[config.mk]
export PLATFORM = sky130hd
export DESIGN_NAME = abs_brake_pressure_step
export DESIGN_NICKNAME = d
export VERILOG_FILES = /design/src/hw/rtl/abps_pkg.sv /design/src/hw/rtl/abps_cfg.sv /design/src/hw/rtl/abps_div.sv /design/src/hw/rtl/abs_brake_pressure_step.sv
export SDC_FILE = /design/constraint.sdc
export NUM_CORES = 1
export LEC_CHECK = 0
export ABC_AREA = 1
export BUFFER_PORTS_ARGS = -buffer_cell sky130_fd_sc_hd__buf_2
export CAP_MARGIN = 20
export CORE_MARGIN = 2
export CORE_UTILIZATION = 55
export CTS_CLUSTER_DIAMETER = 60
export DETAILED_ROUTE_END_ITERATION = 8
export PLACE_DENSITY = 0.74
export SETUP_SLACK_MARGIN = 0.2
export SLEW_MARGIN = 10
export SYNTH_ARGS = -nofsm -noshare
export SYNTH_HDL_FRONTEND = slang
export SYNTH_SLANG_ARGS = --single-unit
[constraint.sdc]
create_clock -name clk -period 6.7 [get_ports clk]
set_input_delay 1.34 -clock clk [delete_from_list [all_inputs] [get_ports clk]]
set_output_delay 1.34 -clock clk [all_outputs]
set_load 0.01 [all_outputs]
[src/hw/rtl/abps_pkg.sv]
// Shared types and constants for the ABS brake pressure step block.
// Used by abps_cfg and abs_brake_pressure_step; depends on nothing else.
package abps_pkg;

  localparam int CFG_IDX_W  = 3;
  localparam int CFG_DATA_W = 8;
  localparam int TGT_W      = 7;
  localparam int PRES_W     = 8;
  localparam int MODE_W     = 2;
  localparam int SLIP_W     = 8;

  // Register indexes on the configuration port
  localparam logic [CFG_IDX_W-1:0] CFG_NORMAL_TGT = 3'd0;
  localparam logic [CFG_IDX_W-1:0] CFG_ICE_TGT    = 3'd1;
  localparam logic [CFG_IDX_W-1:0] CFG_STEP_UP    = 3'd2;
  localparam logic [CFG_IDX_W-1:0] CFG_STEP_DOWN  = 3'd3;
  localparam logic [CFG_IDX_W-1:0] CFG_MAX_PRES   = 3'd4;

  localparam logic [TGT_W-1:0]  RST_NORMAL_TGT = 7'd15;
  localparam logic [TGT_W-1:0]  RST_ICE_TGT    = 7'd5;
  localparam logic [PRES_W-1:0] RST_STEP_UP    = 8'd20;
  localparam logic [PRES_W-1:0] RST_STEP_DOWN  = 8'd40;
  localparam logic [PRES_W-1:0] RST_MAX_PRES   = 8'd255;

  // Slip magnitude limit in percent
  localparam logic [TGT_W-1:0] SLIP_MAX = 7'd100;

  typedef enum logic [MODE_W-1:0] {
    MODE_NORMAL   = 2'd0,
    MODE_FAULT    = 2'd1,
    MODE_RECOVERY = 2'd2
  } mode_t;

  typedef struct packed {
    logic [TGT_W-1:0]  normal_tgt;
    logic [TGT_W-1:0]  ice_tgt;
    logic [PRES_W-1:0] step_up;
    logic [PRES_W-1:0] step_down;
    logic [PRES_W-1:0] max_pres;
  } cfg_t;

endpackage

[src/hw/rtl/abps_cfg.sv]
// Configuration register bank for the ABS brake pressure step block.
// Depends on abps_pkg for register indexes, reset values and cfg_t.
module abps_cfg (
  input  logic                             clk,
  input  logic                             rst_n,
  input  logic                             cfg_we,
  input  logic [abps_pkg::CFG_IDX_W-1:0]   cfg_index,
  input  logic [abps_pkg::CFG_DATA_W-1:0]  cfg_wdata,
  output abps_pkg::cfg_t                   cfg
);
  import abps_pkg::*;

  cfg_t cfg_r;
  cfg_t cfg_nxt;

  always_comb begin
    cfg_nxt = cfg_r;
    if (cfg_we) begin
      case (cfg_index)
        CFG_NORMAL_TGT: cfg_nxt.normal_tgt = cfg_wdata[TGT_W-1:0];
        CFG_ICE_TGT:    cfg_nxt.ice_tgt    = cfg_wdata[TGT_W-1:0];
        CFG_STEP_UP:    cfg_nxt.step_up    = cfg_wdata[PRES_W-1:0];
        CFG_STEP_DOWN:  cfg_nxt.step_down  = cfg_wdata[PRES_W-1:0];
        CFG_MAX_PRES:   cfg_nxt.max_pres   = cfg_wdata[PRES_W-1:0];
        default:        cfg_nxt = cfg_r;
      endcase
    end
  end

  always_ff @(posedge clk) begin
    if (!rst_n) begin
      cfg_r.normal_tgt <= RST_NORMAL_TGT;
      cfg_r.ice_tgt    <= RST_ICE_TGT;
      cfg_r.step_up    <= RST_STEP_UP;
      cfg_r.step_down  <= RST_STEP_DOWN;
      cfg_r.max_pres   <= RST_MAX_PRES;
    end else begin
      cfg_r <= cfg_nxt;
    end
  end

  assign cfg = cfg_r;

endmodule

[src/hw/rtl/abps_div.sv]
// Bit-serial restoring divider: one quotient bit per cycle, NUM_W quotient bits.
// Standalone; used by abs_brake_pressure_step for the slip quotient.
module abps_div #(
  parameter int NUM_W = 17,
  parameter int DEN_W = 10
) (
  input  logic             clk,
  input  logic             rst_n,
  input  logic             start,
  input  logic [NUM_W-1:0] num,
  input  logic [DEN_W-1:0] den,
  output logic             busy,
  output logic [NUM_W-1:0] quo
);
  localparam int CNT_W = $clog2(NUM_W + 1);

  logic [CNT_W-1:0] cnt_r, cnt_nxt;
  logic [NUM_W-1:0] num_r, num_nxt;
  logic [DEN_W-1:0] den_r, den_nxt;
  logic [DEN_W-1:0] rem_r, rem_nxt;
  logic [DEN_W:0]   rem_sh;
  logic [DEN_W:0]   rem_sub;
  logic             ge;

  // Shift the next dividend bit into the partial remainder
  assign rem_sh  = {rem_r, num_r[NUM_W-1]};
  assign ge      = rem_sh >= {1'b0, den_r};
  assign rem_sub = rem_sh - {1'b0, den_r};

  always_comb begin
    cnt_nxt = cnt_r;
    num_nxt = num_r;
    den_nxt = den_r;
    rem_nxt = rem_r;
    if (start) begin
      cnt_nxt = CNT_W'(NUM_W);
      num_nxt = num;
      den_nxt = den;
      rem_nxt = '0;
    end else if (cnt_r != '0) begin
      cnt_nxt = cnt_r - 1'b1;
      num_nxt = {num_r[NUM_W-2:0], ge};
      rem_nxt = ge ? rem_sub[DEN_W-1:0] : rem_sh[DEN_W-1:0];
    end
  end

  always_ff @(posedge clk) begin
    if (!rst_n) begin
      cnt_r <= '0;
    end else begin
      cnt_r <= cnt_nxt;
    end
  end

  always_ff @(posedge clk) begin
    num_r <= num_nxt;
    den_r <= den_nxt;
    rem_r <= rem_nxt;
  end

  assign busy = cnt_r != '0;
  assign quo  = num_r;

endmodule

[src/hw/rtl/abs_brake_pressure_step.sv]
// ABS brake pressure step: top level with control sequencer and output register.
// Depends on abps_pkg, abps_cfg and abps_div.
//
// Usage:
//   Input channel in_*: one transaction per control tick carrying wheel and
//   vehicle speed, brake request, ice flag and fault flag. Output channel
//   out_*: one transaction per input with the new pressure, the mode after
//   the tick and the slip percent. Both use valid/ready.
//   Configuration: cfg_we writes cfg_wdata to register cfg_index (0 normal
//   slip target, 1 ice slip target, 2 step up, 3 step down, 4 max pressure);
//   indexes past the list are ignored. Write only while the block is idle.
//   Timing: the slip quotient comes from a bit-serial divider that produces
//   one quotient bit per cycle over SPEED_BITS+7 bits. Input is taken only
//   in the idle state, so a new transaction is accepted only after the
//   previous one has left its final step.
//   Stall: a result waits in the output register; the next item is accepted
//   and divided meanwhile, and holds in its final step until the output frees.
//   Reset (rst_n low, synchronous): pressure 0, normal mode, configuration at
//   its reset values, both channels empty.
module abs_brake_pressure_step #(
  parameter int SPEED_BITS = 10
) (
  input  logic                              clk,
  input  logic                              rst_n,
  input  logic                              in_valid,
  output logic                              in_ready,
  input  logic [SPEED_BITS-1:0]             in_wheel_speed,
  input  logic [SPEED_BITS-1:0]             in_vehicle_speed,
  input  logic [abps_pkg::PRES_W-1:0]       in_brake_request,
  input  logic                              in_ice_mode,
  input  logic                              in_system_fault,
  output logic                              out_valid,
  input  logic                              out_ready,
  output logic [abps_pkg::PRES_W-1:0]       out_pressure,
  output logic [abps_pkg::MODE_W-1:0]       out_abs_mode,
  output logic signed [abps_pkg::SLIP_W-1:0] out_slip_percent,
  input  logic                              cfg_we,
  input  logic [abps_pkg::CFG_IDX_W-1:0]    cfg_index,
  input  logic [abps_pkg::CFG_DATA_W-1:0]   cfg_wdata
);
  import abps_pkg::*;

  // 100 * (2^SPEED_BITS - 1) fits in SPEED_BITS + 7 bits
  localparam int NUM_W = SPEED_BITS + 7;

  typedef enum logic [2:0] {
    S_IDLE = 3'b001,
    S_DIV  = 3'b010,
    S_FIN  = 3'b100
  } state_t;

  cfg_t   cfg;
  state_t state_r, state_nxt;
  mode_t  mode_r, mode_nxt;
  logic [PRES_W-1:0] last_pres_r, last_pres_nxt;
  logic              out_valid_r, out_valid_nxt;

  logic [PRES_W-1:0] req_r;
  logic              ice_r;
  logic              fault_r;
  logic              neg_r;
  logic              vzero_r;

  logic [PRES_W-1:0] out_pres_r;
  logic [MODE_W-1:0] out_mode_r;
  logic [SLIP_W-1:0] out_slip_r;

  logic                  accept;
  logic                  commit;
  logic                  in_neg;
  logic [SPEED_BITS-1:0] diff;
  logic [NUM_W-1:0]      num;
  logic                  div_busy;
  logic [NUM_W-1:0]      quo;

  logic [TGT_W-1:0]  q_sat;
  logic [TGT_W-1:0]  target;
  logic              over;
  logic [PRES_W:0]   up_sum;
  logic              dn_ok;
  logic [PRES_W-1:0] dn_val;
  logic [PRES_W:0]   p_raw;
  logic [PRES_W-1:0] p_req;
  logic [PRES_W-1:0] p_fin;
  logic [SLIP_W-1:0] slip_fin;

  abps_cfg u_cfg (
    .clk       (clk),
    .rst_n     (rst_n),
    .cfg_we    (cfg_we),
    .cfg_index (cfg_index),
    .cfg_wdata (cfg_wdata),
    .cfg       (cfg)
  );

  // Dividend is 100 * |v - w|, built from shifted copies
  assign in_neg = in_wheel_speed > in_vehicle_speed;
  assign diff   = in_neg ? (in_wheel_speed - in_vehicle_speed)
                         : (in_vehicle_speed - in_wheel_speed);
  assign num    = (NUM_W'(diff) << 6) + (NUM_W'(diff) << 5) + (NUM_W'(diff) << 2);

  assign in_ready = state_r == S_IDLE;
  assign accept   = in_valid && in_ready;

  abps_div #(
    .NUM_W (NUM_W),
    .DEN_W (SPEED_BITS)
  ) u_div (
    .clk   (clk),
    .rst_n (rst_n),
    .start (accept),
    .num   (num),
    .den   (in_vehicle_speed),
    .busy  (div_busy),
    .quo   (quo)
  );

  // Final step: pressure update, clamps and slip report
  assign q_sat  = (quo >= NUM_W'(SLIP_MAX)) ? SLIP_MAX : quo[TGT_W-1:0];
  assign target = ice_r ? cfg.ice_tgt : cfg.normal_tgt;
  assign over   = !neg_r && !vzero_r && (q_sat > target);
  assign up_sum = {1'b0, last_pres_r} + {1'b0, cfg.step_up};
  assign dn_ok  = last_pres_r >= cfg.step_down;
  assign dn_val = last_pres_r - cfg.step_down;

  always_comb begin
    if (fault_r) begin
      p_raw = {1'b0, req_r};
    end else if (req_r == '0) begin
      p_raw = '0;
    end else if (over) begin
      p_raw = dn_ok ? {1'b0, dn_val} : '0;
    end else begin
      p_raw = up_sum;
    end
  end

  assign p_req = (p_raw > {1'b0, req_r}) ? req_r : p_raw[PRES_W-1:0];
  assign p_fin = (p_req > cfg.max_pres) ? cfg.max_pres : p_req;

  always_comb begin
    if (fault_r || vzero_r) begin
      slip_fin = '0;
    end else if (neg_r) begin
      slip_fin = SLIP_W'(0) - {1'b0, q_sat};
    end else begin
      slip_fin = {1'b0, q_sat};
    end
  end

  always_comb begin
    if (fault_r) begin
      mode_nxt = MODE_FAULT;
    end else if (mode_r == MODE_FAULT) begin
      mode_nxt = MODE_RECOVERY;
    end else begin
      mode_nxt = mode_r;
    end
  end

  // Hold the final step while the previous result is still unread
  assign commit = (state_r == S_FIN) && (!out_valid_r || out_ready);

  always_comb begin
    state_nxt = state_r;
    case (state_r)
      S_IDLE:  if (accept) state_nxt = S_DIV;
      S_DIV:   if (!div_busy) state_nxt = S_FIN;
      S_FIN:   if (commit) state_nxt = S_IDLE;
      default: state_nxt = S_IDLE;
    endcase
  end

  always_comb begin
    last_pres_nxt = last_pres_r;
    out_valid_nxt = out_valid_r;
    if (out_ready) begin
      out_valid_nxt = 1'b0;
    end
    if (commit) begin
      last_pres_nxt = p_fin;
      out_valid_nxt = 1'b1;
    end
  end

  always_ff @(posedge clk) begin
    if (!rst_n) begin
      state_r     <= S_IDLE;
      mode_r      <= MODE_NORMAL;
      last_pres_r <= '0;
      out_valid_r <= 1'b0;
    end else begin
      state_r     <= state_nxt;
      last_pres_r <= last_pres_nxt;
      out_valid_r <= out_valid_nxt;
      if (commit) begin
        mode_r <= mode_nxt;
      end
    end
  end

  always_ff @(posedge clk) begin
    if (accept) begin
      req_r   <= in_brake_request;
      ice_r   <= in_ice_mode;
      fault_r <= in_system_fault;
      neg_r   <= in_neg;
      vzero_r <= in_vehicle_speed == '0;
    end
    if (commit) begin
      out_pres_r <= p_fin;
      out_mode_r <= mode_nxt;
      out_slip_r <= slip_fin;
    end
  end

  assign out_valid        = out_valid_r;
  assign out_pressure     = out_pres_r;
  assign out_abs_mode     = out_mode_r;
  assign out_slip_percent = $signed(out_slip_r);

`ifndef SYNTH
  a_idle_div_quiet: assert property (@(posedge clk) disable iff (!rst_n)
    (state_r == S_IDLE) |-> !div_busy)
    else $error("divider busy while sequencer idle");

  a_commit_valid: assert property (@(posedge clk) disable iff (!rst_n)
    commit |=> out_valid_r)
    else $error("committed result not presented");

  a_fault_slip: assert property (@(posedge clk) disable iff (!rst_n)
    (out_valid_r && (out_mode_r == MODE_FAULT)) |-> (out_slip_r == '0))
    else $error("nonzero slip reported in fault mode");

  a_slip_range: assert property (@(posedge clk) disable iff (!rst_n)
    out_valid_r |-> (($signed(out_slip_r) >= -100) && ($signed(out_slip_r) <= 100)))
    else $error("slip out of range");
`endif

endmodule

==> run metrics <==
critical path's most frequent cell nand2_1; Leakage 4.62 nW; final setup fails 0; met2 wire length 8650 µm; worst hold path class flip-flop to flip-flop; clk buf depth 2; hpwl dp 14800 µm; post-synth net total 1198; WL met3 1050 µm; setup repair bufs after CTS 0; Clock Pin Slew Worst Setup and Hold Paths 60 ps; Reg2Reg Setup Slack 850 ps; die area 16300 µm²; Initial Util 55.8%; CP max FO 10; main combinational cell family by area after synthesis simple AND/OR/NAND/NOR gates; routed len/inst 14.7 µm; Global Route Usage Sum 24.9%; Skew-Pair Late Insertion Delay 430 ps; Syn Area/Cell 7.97 µm²; Row Count 45; hold_buf cts 0; hold path depth 2; post-synthesis instance area 8420 µm²; xor and xnor fraction of the mapped netlist area 2.70%; Detailed Route Iter0 Violations 585; top layer in use met4; complex-gate fraction of the synthesized area 13.7%; simple-gate share of the synthesized area 23.0%; Post-synth EDFFs 57; outcome finished, final reports clean; max_cap viols 0; final hold vios 0; Yosys warning count 0; synthesis-to-layout area growth 13.1%; Hold WS 460 ps; TritonCTS clock tree built; final core occ 63.2%; Fmax 171 MHz; FF-to-FF Start u_div.quo[16]; worst rel slew slack 31.2%; Root Driver clkbuf_16; multiplexer area fraction after synthesis 0.594%; DR vias 7147; slowest stage delay, CP 460 ps; # IOs 66; TritonCTS buffer count 17; Worst EP required 6890 ps; CP startpoint kind flip-flop; core area 15100 µm²; post-DR vias/cell 5.39; FF-to-FF End out_pressure[7]; post-layout min period 5850 ps; Detail Route Antenna Nets 0; TNS Setup 0 ps; slew of the pin with the lowest slew margin 1030 ps; clock skew 11.8 ps; register bit total from synthesis 124; hold_sp u_cfg.cfg[32]; fillers 1349; CP endpoint kind flip-flop; final wirelength 19500 µm; chip width 128 µm; clk sink count 124; WS Path Type flip-flop to flip-flop; cells on worst reg2reg path 37; synthesized instance count 1057; largest net degree at the start of global routing 52; Worst VDD drop 0.216 mV; post_cts resized 0; sequential share of the synthesized area 36.2%; worst setup path endpoint out_pressure[7]; Async S/R FF share, synth 0%; Port Buffers 65; top_reg_cell synth dfxtp_1; remaining global-route overflow 0; initial antenna violation count 0; M1 wire length 9450 µm; drt drc 0; DR pass1 iterations 5; vias in the first global route 6710; share of the clock period used by the worst path 87.3%; htree depth 4; Die H 128 µm; n_diodes 0; first-pass GRT wire length 32200 µm; Max Slew Vio Count 0; CP max stage cell edfxtp_1; Pwr Density 456 nW/µm²; unrepaired setup endpoints after global routing false; share of layout cells above drive strength 1 14.3%; Layout Nets 1265; crit path DAT 6030 ps; fraction of the mapped netlist area in adder cells 15.2%; GPL Wtd Cong 0.925; crit path from u_div.quo[16]; Netlist cell types 52
==> routing by layer <==
metal  GRT usage (%)  vias up
met5               0        -
met1            35.4     3262
met4            7.56        0
met2            39.1      205
li1                -     3649
met3            4.05       31
==> sequential cells by signal (all words and copies together), names as in the netlist, 3 cells and up <==
signal,flops
out_slip_percent,8
u_div.den_r,10
req_r,8
out_pressure,8
last_pres_r,8
u_cfg.cfg,38
state_r,3
u_div.rem_r,10
u_div.quo,17
u_div.cnt_r,5
==> where the power goes <==
part | switching [mW] | internal, mW
Combinational | 1.40 | 0.750
Sequential | 0.152 | 1.10
Clock | 0.343 | 0.607
==> Yosys cell counts, drive strengths merged (5+ instances only) <==
library cell | number | area share [%]
fa | 12 | 2.9
o211ai | 14 | 1.2
nor3 | 16 | 1.1
xor2 | 16 | 1.7
or2 | 8 | 0.59
edfxtp | 57 | 20
clkbuf | 11 | 0.49
nor2 | 101 | 4.7
ha | 83 | 12
mux2i | 5 | 0.59
inv | 167 | 7.5
nor4 | 5 | 0.37
nand3 | 67 | 4.6
dfxtp | 67 | 16
a21oi | 69 | 4.7
buf | 7 | 0.62
nand4 | 11 | 0.82
nand2 | 212 | 10
o21bai | 7 | 0.62
a211oi | 6 | 0.53
o21ai | 86 | 5.2
xnor2 | 10 | 1.0
==> area by class of cell <==
cell class / instances / area [µm²] / share of cell area [%]
inverters: 167 / 634 / 6.66
clock buffers: 25 / 549 / 5.76
repair buffers: 66 / 333 / 3.49
multi-input cells: 748 / 4650 / 48.8
flip-flops and latches: 124 / 3050 / 32.0
clock inverters: 7 / 70.1 / 0.735
well taps: 188 / 235 / 2.47
==> placed cells by master, fill, tap and decap left out, drive strengths merged, types with 4 or more instances in the layout <==
master,synthesis,routed
nand4,11,11
xor2,16,16
o21bai,7,7
clkbuf,11,25
a21oi,69,69
nor3,16,16
or2,8,8
nor4,5,5
mux2i,5,5
clkinv,0,4
nand2,212,212
buf,7,66
a211oi,6,6
ha,83,83
o211ai,14,14
edfxtp,57,57
dfxtp,67,67
inv,167,169
nand3,67,67
o21ai,86,86
nor2,101,101
xnor2,10,10
fa,12,12
==> critical path: cells and delay by family (launching register included) <==
| kind | cells | cell delay [ps] |
|---|---|---|
| AOI/OAI and AO/OA | 5 | 620 |
| and+or+nand+nor | 24 | 3120 |
| adders and majority gates | 3 | 890 |
| buffers and inverters | 5 | 510 |
| DFF | 1 | 460 |
==> stage by stage <==
| step | total power, mW | std cells | setup WS, ps | cell area (µm²) |
|---|---|---|---|---|
| 3_5_place_dp | 3.38 | 1293 | 492 | 8910 |
| 6_report | 4.35 | 1325 | 854 | 9530 |
| 5_1_grt | 4.72 | 1325 | 243 | 9530 |
| 2_1_floorplan | 2.89 | 1057 | 1160 | 8420 |
| 3_3_place_gp | 3.32 | 1293 | 622 | 8910 |
| 4_1_cts | 4.35 | 1325 | 874 | 9530 |
==> how the worst min path moves through the flow <==
stage	endpoint	slack, ps
after global routing	u_cfg.cfg[25]	490
after detailed placement	u_cfg.cfg[32]	440
final	u_cfg.cfg[32]	460
after CTS	u_cfg.cfg[32]	460
after global placement	u_cfg.cfg[34]	440
after floorplan	u_cfg.cfg[33]	430
==> kinds of logic after synthesis <==
family | count (synthesis)
AO/OA/AOI/OAI | 197
XOR/XNOR | 26
adder cells (fa/ha/maj) | 95
buffers and inverters | 185
flip-flops | 124
multiplexers | 5
AND/OR/NAND/NOR | 425
No activity file was read; power rests on OpenSTA's default activity.
